--- src/hdl/memory_access_trace_buffer_top_macros.svh ---
// Assertion macros for the memory access trace buffer.
`ifndef MEMORY_ACCESS_TRACE_BUFFER_TOP_MACROS_SVH
`define MEMORY_ACCESS_TRACE_BUFFER_TOP_MACROS_SVH

`ifndef SYNTH
`define MTB_ASSERT_SAME(label, clk, rst_n, ante, cons) \
	label: assert property (@(posedge clk) disable iff (!rst_n) (ante) |-> (cons)) \
		else $error("trace buffer check failed");
`define MTB_ASSERT_NEXT(label, clk, rst_n, ante, cons) \
	label: assert property (@(posedge clk) disable iff (!rst_n) (ante) |=> (cons)) \
		else $error("trace buffer check failed");
`else
`define MTB_ASSERT_SAME(label, clk, rst_n, ante, cons)
`define MTB_ASSERT_NEXT(label, clk, rst_n, ante, cons)
`endif

`endif

--- src/hdl/mtb_pkg.sv ---
// Types and constants shared by the trace buffer modules.
`default_nettype none
package mtb_pkg;

	localparam int DATA_W      = 32;
	localparam int MODE_W      = 2;
	localparam int CFG_INDEX_W = 2;
	localparam int QUEUE_DEPTH = 2;
	localparam int QPTR_W      = $clog2(QUEUE_DEPTH);
	localparam int QCNT_W      = $clog2(QUEUE_DEPTH + 1);

	localparam logic [MODE_W-1:0] MODE_READ  = 2'd0;
	localparam logic [MODE_W-1:0] MODE_WRITE = 2'd1;
	localparam logic [MODE_W-1:0] MODE_DUMP  = 2'd2;

	localparam logic [CFG_INDEX_W-1:0] REG_WINDOW_LOW  = 2'd0;
	localparam logic [CFG_INDEX_W-1:0] REG_WINDOW_HIGH = 2'd1;

	localparam logic [DATA_W-1:0] WINDOW_LOW_RESET  = 32'h0000_0000;
	localparam logic [DATA_W-1:0] WINDOW_HIGH_RESET = 32'hFFFF_FFFF;

	typedef struct packed {
		logic [MODE_W-1:0] mode;
		logic [DATA_W-1:0] pc;
		logic [DATA_W-1:0] addr;
		logic [DATA_W-1:0] data;
	} req_t;

	typedef struct packed {
		logic [DATA_W-1:0] entry_pc;
		logic [DATA_W-1:0] entry_addr;
		logic [DATA_W-1:0] entry_data;
		logic              entry_is_write;
		logic              entry_valid;
		logic              last;
	} rsp_t;

	typedef struct packed {
		logic [DATA_W-1:0] pc;
		logic [DATA_W-1:0] addr;
		logic [DATA_W-1:0] data;
		logic              is_write;
	} trace_entry_t;

	typedef struct packed {
		logic         is_dump;
		trace_entry_t entry;
	} cmd_t;

	typedef struct packed {
		logic full;
		logic empty;
	} queue_status_t;

	typedef enum logic [3:0] {
		S_IDLE = 4'b0001,
		S_READ = 4'b0010,
		S_LOAD = 4'b0100,
		S_OUT  = 4'b1000
	} back_state_t;

endpackage
`default_nettype wire

--- src/hdl/mtb_ram.sv ---
// Generic single write port RAM with a registered read port.
`default_nettype none
module mtb_ram #(
	parameter int WIDTH = 8,
	parameter int DEPTH = 16
) (
	input  wire logic                     clk,
	input  wire logic                     wr_en,
	input  wire logic [$clog2(DEPTH)-1:0] wr_addr,
	input  wire logic [WIDTH-1:0]         wr_data,
	input  wire logic                     rd_en,
	input  wire logic [$clog2(DEPTH)-1:0] rd_addr,
	output logic      [WIDTH-1:0]         rd_data
);

	logic [WIDTH-1:0] mem_q [DEPTH];

	always_ff @(posedge clk) begin
		if (wr_en) begin
			mem_q[wr_addr] <= wr_data;
		end
		if (rd_en) begin
			rd_data <= mem_q[rd_addr];
		end
	end

endmodule
`default_nettype wire

--- src/hdl/mtb_queue.sv ---
// Short command queue between the front and back parts.
`default_nettype none
`include "memory_access_trace_buffer_top_macros.svh"
module mtb_queue (
	input  wire logic                   clk,
	input  wire logic                   arst_n,
	input  wire logic                   push,
	input  wire mtb_pkg::cmd_t          push_cmd,
	input  wire logic                   pop,
	output mtb_pkg::cmd_t               head_cmd,
	output mtb_pkg::queue_status_t      status
);
	import mtb_pkg::*;

	cmd_t              slot_q [QUEUE_DEPTH];
	logic [QPTR_W-1:0] wr_ptr_q;
	logic [QPTR_W-1:0] rd_ptr_q;
	logic [QCNT_W-1:0] count_q;

	function automatic logic [QPTR_W-1:0] ptr_next(input logic [QPTR_W-1:0] p);
		return (p == QPTR_W'(QUEUE_DEPTH - 1)) ? '0 : p + 1'b1;
	endfunction

	assign status.full  = (count_q == QCNT_W'(QUEUE_DEPTH));
	assign status.empty = (count_q == '0);
	assign head_cmd     = slot_q[rd_ptr_q];

	always_ff @(posedge clk or negedge arst_n) begin
		if (!arst_n) begin
			wr_ptr_q <= '0;
			rd_ptr_q <= '0;
			count_q  <= '0;
		end else begin
			if (push) begin
				wr_ptr_q <= ptr_next(wr_ptr_q);
			end
			if (pop) begin
				rd_ptr_q <= ptr_next(rd_ptr_q);
			end
			if (push && !pop) begin
				count_q <= count_q + 1'b1;
			end else if (pop && !push) begin
				count_q <= count_q - 1'b1;
			end
		end
	end

	always_ff @(posedge clk) begin
		if (push) begin
			slot_q[wr_ptr_q] <= push_cmd;
		end
	end

	`MTB_ASSERT_SAME(a_no_push_when_full, clk, arst_n, push, !status.full)
	`MTB_ASSERT_SAME(a_no_pop_when_empty, clk, arst_n, pop, !status.empty)

endmodule
`default_nettype wire

--- src/hdl/mtb_front.sv ---
// Front part: accepts items, holds the address window and classifies items.
`default_nettype none
module mtb_front (
	input  wire logic                                clk,
	input  wire logic                                arst_n,
	input  wire logic                                req_valid,
	input  wire mtb_pkg::req_t                       req,
	output logic                                     req_stall,
	input  wire logic                                cfg_valid,
	output logic                                     cfg_ready,
	input  wire logic [mtb_pkg::CFG_INDEX_W-1:0]     cfg_index,
	input  wire logic [mtb_pkg::DATA_W-1:0]          cfg_data,
	input  wire mtb_pkg::queue_status_t              q_status,
	output logic                                     push,
	output mtb_pkg::cmd_t                            push_cmd
);
	import mtb_pkg::*;

	logic [DATA_W-1:0] window_low_q;
	logic [DATA_W-1:0] window_high_q;
	logic              accept;
	logic              is_record;
	logic              in_window;

	assign cfg_ready = 1'b1;
	assign req_stall = q_status.full;
	assign accept    = req_valid && !q_status.full;
	assign is_record = req.mode inside {MODE_READ, MODE_WRITE};
	assign in_window = (req.addr >= window_low_q) && (req.addr <= window_high_q);

	// drop records outside the window and unused modes
	assign push = accept && ((is_record && in_window) || (req.mode == MODE_DUMP));

	assign push_cmd.is_dump        = (req.mode == MODE_DUMP);
	assign push_cmd.entry.pc       = req.pc;
	assign push_cmd.entry.addr     = req.addr;
	assign push_cmd.entry.data     = req.data;
	assign push_cmd.entry.is_write = (req.mode == MODE_WRITE);

	always_ff @(posedge clk or negedge arst_n) begin
		if (!arst_n) begin
			window_low_q  <= WINDOW_LOW_RESET;
			window_high_q <= WINDOW_HIGH_RESET;
		end else if (cfg_valid && cfg_ready) begin
			case (cfg_index)
				REG_WINDOW_LOW:  window_low_q  <= cfg_data;
				REG_WINDOW_HIGH: window_high_q <= cfg_data;
				default: ;
			endcase
		end
	end

endmodule
`default_nettype wire

--- src/hdl/mtb_back.sv ---
// Back part: writes captures into the ring and walks it on a dump.
`default_nettype none
`include "memory_access_trace_buffer_top_macros.svh"
module mtb_back #(
	parameter int DEPTH = 16
) (
	input  wire logic                   clk,
	input  wire logic                   arst_n,
	input  wire mtb_pkg::queue_status_t q_status,
	input  wire mtb_pkg::cmd_t          head_cmd,
	output logic                        pop,
	output logic                        rsp_valid,
	output mtb_pkg::rsp_t               rsp,
	input  wire logic                   rsp_stall
);
	import mtb_pkg::*;

	localparam int PTR_W = $clog2(DEPTH);
	localparam int CNT_W = $clog2(DEPTH + 1);

	back_state_t   state_q;
	logic [PTR_W-1:0] wp_q;
	logic [PTR_W-1:0] rp_q;
	logic [CNT_W-1:0] rem_q;
	logic          full_q;
	logic          out_valid_q;
	rsp_t          rsp_q;
	logic          ram_wr_en;
	logic          ram_rd_en;
	trace_entry_t  ram_rd_data;
	logic [CNT_W-1:0] fill_count;

	function automatic logic [PTR_W-1:0] ring_next(input logic [PTR_W-1:0] p);
		return (p == PTR_W'(DEPTH - 1)) ? '0 : p + 1'b1;
	endfunction

	assign pop        = (state_q == S_IDLE) && !q_status.empty;
	assign ram_wr_en  = pop && !head_cmd.is_dump;
	assign ram_rd_en  = (state_q == S_READ);
	assign fill_count = full_q ? CNT_W'(DEPTH) : CNT_W'(wp_q);
	assign rsp_valid  = out_valid_q;
	assign rsp        = rsp_q;

	mtb_ram #(
		.WIDTH($bits(trace_entry_t)),
		.DEPTH(DEPTH)
	) u_ram (
		.clk(clk),
		.wr_en(ram_wr_en),
		.wr_addr(wp_q),
		.wr_data(head_cmd.entry),
		.rd_en(ram_rd_en),
		.rd_addr(rp_q),
		.rd_data(ram_rd_data)
	);

	always_ff @(posedge clk or negedge arst_n) begin
		if (!arst_n) begin
			state_q     <= S_IDLE;
			wp_q        <= '0;
			rp_q        <= '0;
			rem_q       <= '0;
			full_q      <= 1'b0;
			out_valid_q <= 1'b0;
		end else begin
			case (state_q)
				S_IDLE: begin
					if (pop) begin
						if (!head_cmd.is_dump) begin
							wp_q <= ring_next(wp_q);
							if (wp_q == PTR_W'(DEPTH - 1)) begin
								full_q <= 1'b1;
							end
						end else if (fill_count == '0) begin
							out_valid_q <= 1'b1;
							state_q     <= S_OUT;
						end else begin
							rp_q    <= full_q ? wp_q : '0;
							rem_q   <= fill_count;
							state_q <= S_READ;
						end
					end
				end
				S_READ: begin
					rp_q    <= ring_next(rp_q);
					rem_q   <= rem_q - 1'b1;
					state_q <= S_LOAD;
				end
				S_LOAD: begin
					out_valid_q <= 1'b1;
					state_q     <= S_OUT;
				end
				S_OUT: begin
					if (!rsp_stall) begin
						out_valid_q <= 1'b0;
						state_q     <= rsp_q.last ? S_IDLE : S_READ;
					end
				end
				default: state_q <= S_IDLE;
			endcase
		end
	end

	always_ff @(posedge clk) begin
		if (state_q == S_IDLE && pop && head_cmd.is_dump && fill_count == '0) begin
			rsp_q <= '{entry_pc: '0, entry_addr: '0, entry_data: '0,
				entry_is_write: 1'b0, entry_valid: 1'b0, last: 1'b1};
		end else if (state_q == S_LOAD) begin
			rsp_q.entry_pc       <= ram_rd_data.pc;
			rsp_q.entry_addr     <= ram_rd_data.addr;
			rsp_q.entry_data     <= ram_rd_data.data;
			rsp_q.entry_is_write <= ram_rd_data.is_write;
			rsp_q.entry_valid    <= 1'b1;
			rsp_q.last           <= (rem_q == '0);
		end
	end

	`MTB_ASSERT_SAME(a_valid_only_in_out, clk, arst_n, out_valid_q, state_q == S_OUT)
	`MTB_ASSERT_NEXT(a_full_sticks, clk, arst_n, full_q, full_q)
	`MTB_ASSERT_SAME(a_load_follows_read, clk, arst_n, state_q == S_LOAD,
		$past(state_q) == S_READ)
	`MTB_ASSERT_SAME(a_rem_bounded, clk, arst_n, state_q == S_READ,
		rem_q != '0 && rem_q <= CNT_W'(DEPTH))

endmodule
`default_nettype wire

--- src/hdl/memory_access_trace_buffer_top.sv ---
// Top level of the memory access trace buffer.
//
//   channel  direction  handshake            payload
//   req      in         req_valid/req_stall  mtb_pkg::req_t (mode, pc, addr, data)
//   rsp      out        rsp_valid/rsp_stall  mtb_pkg::rsp_t (entry fields, last)
//   cfg      in         cfg_valid/cfg_ready  cfg_index, cfg_data
//
// A record item is written from the idle state; one item a cycle while the queue has room.
// A dump starts in the idle state and passes each entry read from the ring through RAM read,
// load and hand-over states, set by the single registered RAM read port and the output register.
// Reset clears the write pointer, fill flag, queue and state and resets the window; no clearing pass.
// req_stall rises when the two-entry command queue is full; rsp_stall holds the output register.
`default_nettype none
module memory_access_trace_buffer_top #(
	parameter int DEPTH = 16
) (
	input  wire logic                            clk,
	input  wire logic                            arst_n,
	input  wire logic                            req_valid,
	input  wire mtb_pkg::req_t                   req,
	output logic                                 req_stall,
	output logic                                 rsp_valid,
	output mtb_pkg::rsp_t                        rsp,
	input  wire logic                            rsp_stall,
	input  wire logic                            cfg_valid,
	output logic                                 cfg_ready,
	input  wire logic [mtb_pkg::CFG_INDEX_W-1:0] cfg_index,
	input  wire logic [mtb_pkg::DATA_W-1:0]      cfg_data
);
	import mtb_pkg::*;

	queue_status_t q_status;
	logic          push;
	cmd_t          push_cmd;
	logic          pop;
	cmd_t          head_cmd;

	mtb_front u_front (
		.clk(clk),
		.arst_n(arst_n),
		.req_valid(req_valid),
		.req(req),
		.req_stall(req_stall),
		.cfg_valid(cfg_valid),
		.cfg_ready(cfg_ready),
		.cfg_index(cfg_index),
		.cfg_data(cfg_data),
		.q_status(q_status),
		.push(push),
		.push_cmd(push_cmd)
	);

	mtb_queue u_queue (
		.clk(clk),
		.arst_n(arst_n),
		.push(push),
		.push_cmd(push_cmd),
		.pop(pop),
		.head_cmd(head_cmd),
		.status(q_status)
	);

	mtb_back #(
		.DEPTH(DEPTH)
	) u_back (
		.clk(clk),
		.arst_n(arst_n),
		.q_status(q_status),
		.head_cmd(head_cmd),
		.pop(pop),
		.rsp_valid(rsp_valid),
		.rsp(rsp),
		.rsp_stall(rsp_stall)
	);

endmodule
`default_nettype wire

--- config.mk ---
export PLATFORM = sky130hd
export DESIGN_NAME = memory_access_trace_buffer_top
export DESIGN_NICKNAME = d
export VERILOG_FILES = /design/src/hdl/mtb_pkg.sv /design/src/hdl/mtb_ram.sv /design/src/hdl/mtb_queue.sv /design/src/hdl/mtb_front.sv /design/src/hdl/mtb_back.sv /design/src/hdl/memory_access_trace_buffer_top.sv
export VERILOG_INCLUDE_DIRS = /design/src /design/src/hdl
export SDC_FILE = /design/constraint.sdc
export NUM_CORES = 2
export LEC_CHECK = 0
export ABC_AREA = 1
export BUFFER_PORTS_ARGS = -buffer_cell sky130_fd_sc_hd__buf_2
export CAP_MARGIN = 10
export CORE_MARGIN = 10
export CORE_UTILIZATION = 67
export DETAILED_ROUTE_END_ITERATION = 16
export PLACE_DENSITY = 0.85
export SYNTH_ARGS = -nofsm -noshare
export SYNTH_HDL_FRONTEND = slang
export SYNTH_SLANG_ARGS = --single-unit
--- constraint.sdc ---
create_clock -name clk -period 15.9 [get_ports clk]
set_input_delay 1.59 -clock clk [delete_from_list [all_inputs] [get_ports clk]]
set_output_delay 1.59 -clock clk [all_outputs]
set_load 0.02 [all_outputs]
==> flow_summary.ini <==
[clock_tree]
postCtsSetupBuffers = 0
cts_buffer_depth = 3
cts_tree = yes
holdBufCountCts = 0
cts_root_buf = clkbuf_16
postCtsResizedCells = 0
cts.clk_slew.worst_paths_ns = 0.06
cts_made_buffers = 188
numClockSinks = 2031
clkLatencyLatePin_ns = 0.81
h-tree-depth = 4

[logic_synthesis]
synth_warnings = 0
synth.top_cell.area_share_pct = 70.4
syn_nets = 6100
synthFlopType = edfxtp_1
ys_seq_area_share_pct = 75.8
synth-seq-cells = 2031
synth_edf_count = 1845
ys_types = 48
async_flop_share_pct = 4.28
synth_area_leaders = edfxtp_1 70%, nand2_1 5.7%, o21ai_0 3.1%
syn_avg_cell_area_um2 = 13.4
syn_inst = 5891
synthesis.area_mm2 = 0.0787
yosysTopAreaCell = edfxtp_1

[power]
p_leak_nw = 32.1
peakVddDrop_mv = 0.126
power_density_mw_per_mm2 = 173
power_w = 0.0150

[global_route]
grt_max_degree = 245
grt_pass1_vias = 51100
grt_usage_pct = 30.9
grt_pass1_wl_um = 307000
grt_overflow = 0
antenna_found_initial = 16

[detailed_routing]
route.detailed.drc = 0
firstDrtPassIters = 8
vias = 51400
wirelength_um = 207000
drtAntennaViolNets = 0
vias_per_cell = 6.65
drtIter0Drc = 8459
wire_per_inst_um = 26.8

[final_layout]
final_area_mm2 = 0.0872
drive_above_1_share_pct = 12.4
area_growth_pct = 10.9
fin_nets = 6245
num-fill-cells = 6365
final_common_cell = edfxtp_1
fin_cells = 7725
mostFrequentLayoutCells = 1,845 x edfxtp_1, 1,194 x nand2_1, 495 x o21ai_0

[sta]
fin_setup_tns_ns = 0
finalMaxSlewViolations = 0
setup_viol = 0
hold_violations = 0
tightestPinTransition_ns = 1.37
fmax_mhz = 179
fin_crit_ns = 5.59
fin_skew_ns = 0.0374
slew_headroom_pct = 8.85
min_period_over_period_pct = 35.1
rsz0062_at_grt = no

[worst_setup_path]
cp_max_fo = 105
required_ns = 16.56
critPathKind = register to register
critPathCapture = u_back.u_ram.rd_data[67]
r2r-start = u_back.rp_q[0]
r2r_slack_ns = 10.31
timing.rr.end = u_back.u_ram.rd_data[67]
cp-startpoint = u_back.rp_q[0]
start_kind = register
cp.arrival_ns = 6.24
crit_path_end_kind = register
reg2regPathDepth = 8

[floorplan]
num_rows = 125
die_w_um = 363
pin_count = 239
core_mm2 = 0.116
die_h_um = 363
die_area_mm2 = 0.132
initial_core_util_pct = 67.6

[min_path]
hold_class = register to register

[place]
numPortBuffers = 237
gp_congestion = 0.817
dp_hpwl_um = 102000
placed_cell_area_mm2 = 0.0809
placedCellCount = 7370

[run]
drv_cap = 0

[run_status]
status = finished, final reports clean
[where the power goes]
group          total, W  switching [W]  internal [W]
Combinational   0.00339        0.00258      0.000817
Clock           0.00456        0.00195       0.00261
Sequential      0.00709       0.000210       0.00688
[registers in the layout, indices dropped and copies added (netlist names)]
signal and count:
u_back.u_ram.mem_q 1552, u_queue.slot_q 196, u_back.rsp 99, u_back.u_ram.rd_data 97, u_front.window_high_q 32, u_front.window_low_q 32, u_back.rem_q 5, u_back.rp_q 4
u_back.state_q 4, u_back.wp_q 4, u_queue.count_q 2, u_back.full_q 1, u_back.rsp_valid 1, u_queue.rd_ptr_q 1, u_queue.wr_ptr_q 1
[cells in the mapped netlist (3+ instances only)]
| cell type | n |
|---|---|
| edfxtp_1 | 1845 |
| nand2_1 | 1194 |
| o21ai_0 | 495 |
| nor2_1 | 440 |
| a21oi_1 | 257 |
| inv_1 | 228 |
| clkbuf_1 | 183 |
| nand3_1 | 170 |
| buf_2 | 135 |
| o22ai_1 | 118 |
| a221oi_1 | 110 |
| dfxtp_1 | 99 |
| mux2_2 | 98 |
| o21ai_1 | 96 |
| nand4_1 | 88 |
| o221ai_1 | 82 |
| ha_1 | 72 |
| dfrtp_1 | 54 |
| dfstp_2 | 33 |
| buf_1 | 16 |
| buf_4 | 16 |
| inv_2 | 14 |
| xor2_1 | 6 |
| buf_6 | 5 |
| nor3_1 | 4 |
| o21a_1 | 4 |
| nand2_2 | 3 |
| nor4_1 | 3 |
[stage by stage]
step / utilization (%) / worst slack (ns) / hold slack, ns
finish: 75.0 / 10.31 / 0.482
global route: 75.0 / 10.14 / 0.507
CTS: 75.0 / 10.53 / 0.487
detailed placement: 69.6 / 10.78 / 0.473
global placement: 69.6 / 10.86 / 0.466
floorplan: - / 8.54 / 0.442
[routing by layer]
layer  global-route usage [%]  wire (µm)  vias to the layer above
li1                         -          -                    21700
met1                     40.2      69200                    24400
met2                     49.5      98000                     4488
met3                     7.86      30600                      765
met4                     13.5       9110                       18
met5                        0         99                        -
[worst max-delay path: stages, from the launching register on]
cell	delay [ns]
dfrtp_4	0.81
buf_4	0.71
buf_4	0.96
buf_4	0.90
buf_4	0.95
a21oi_1	0.23
a221oi_1	0.45
o21ai_1	0.18
nand2_1	0.12
[worst min-delay path by stage]
stage	startpoint	end	cells after the start
3_5_place_dp	u_front.window_low_q[22]	u_front.window_low_q[22]	2
3_3_place_gp	u_queue.wr_ptr_q	u_queue.wr_ptr_q	2
2_1_floorplan	u_queue.wr_ptr_q	u_queue.wr_ptr_q	2
6_report	u_front.window_low_q[22]	u_front.window_low_q[22]	2
4_1_cts	u_front.window_low_q[22]	u_front.window_low_q[22]	2
5_1_grt	u_front.window_low_q[22]	u_front.window_low_q[22]	2
[cell families after synthesis]
family | count (synthesis) | share of synthesized area (%)
buffers and inverters | 597 | 3.19
adders and majority gates | 72 | 1.15
xor gates and xnor gates | 7 | 0.0779
and+or+nand+nor | 1910 | 9.76
other | 1 | 0.00477
DFF | 2031 | 75.8
AOI/OAI and AO/OA | 1174 | 8.64
muxes | 99 | 1.42
[final cells by class]
class | count | area, µm² | share of cell area (%)
well taps | 1524 | 1910 | 2.19
clock buffers | 251 | 5160 | 5.91
clock inverters | 101 | 1110 | 1.27
repair buffers | 310 | 1760 | 2.02
diodes | 3 | 7.51 | 0.00861
inverters | 242 | 940 | 1.08
multi-input cells | 3263 | 16700 | 19.2
flip-flops and latches | 2031 | 59600 | 68.4
(Power assumes the default switching activity.)
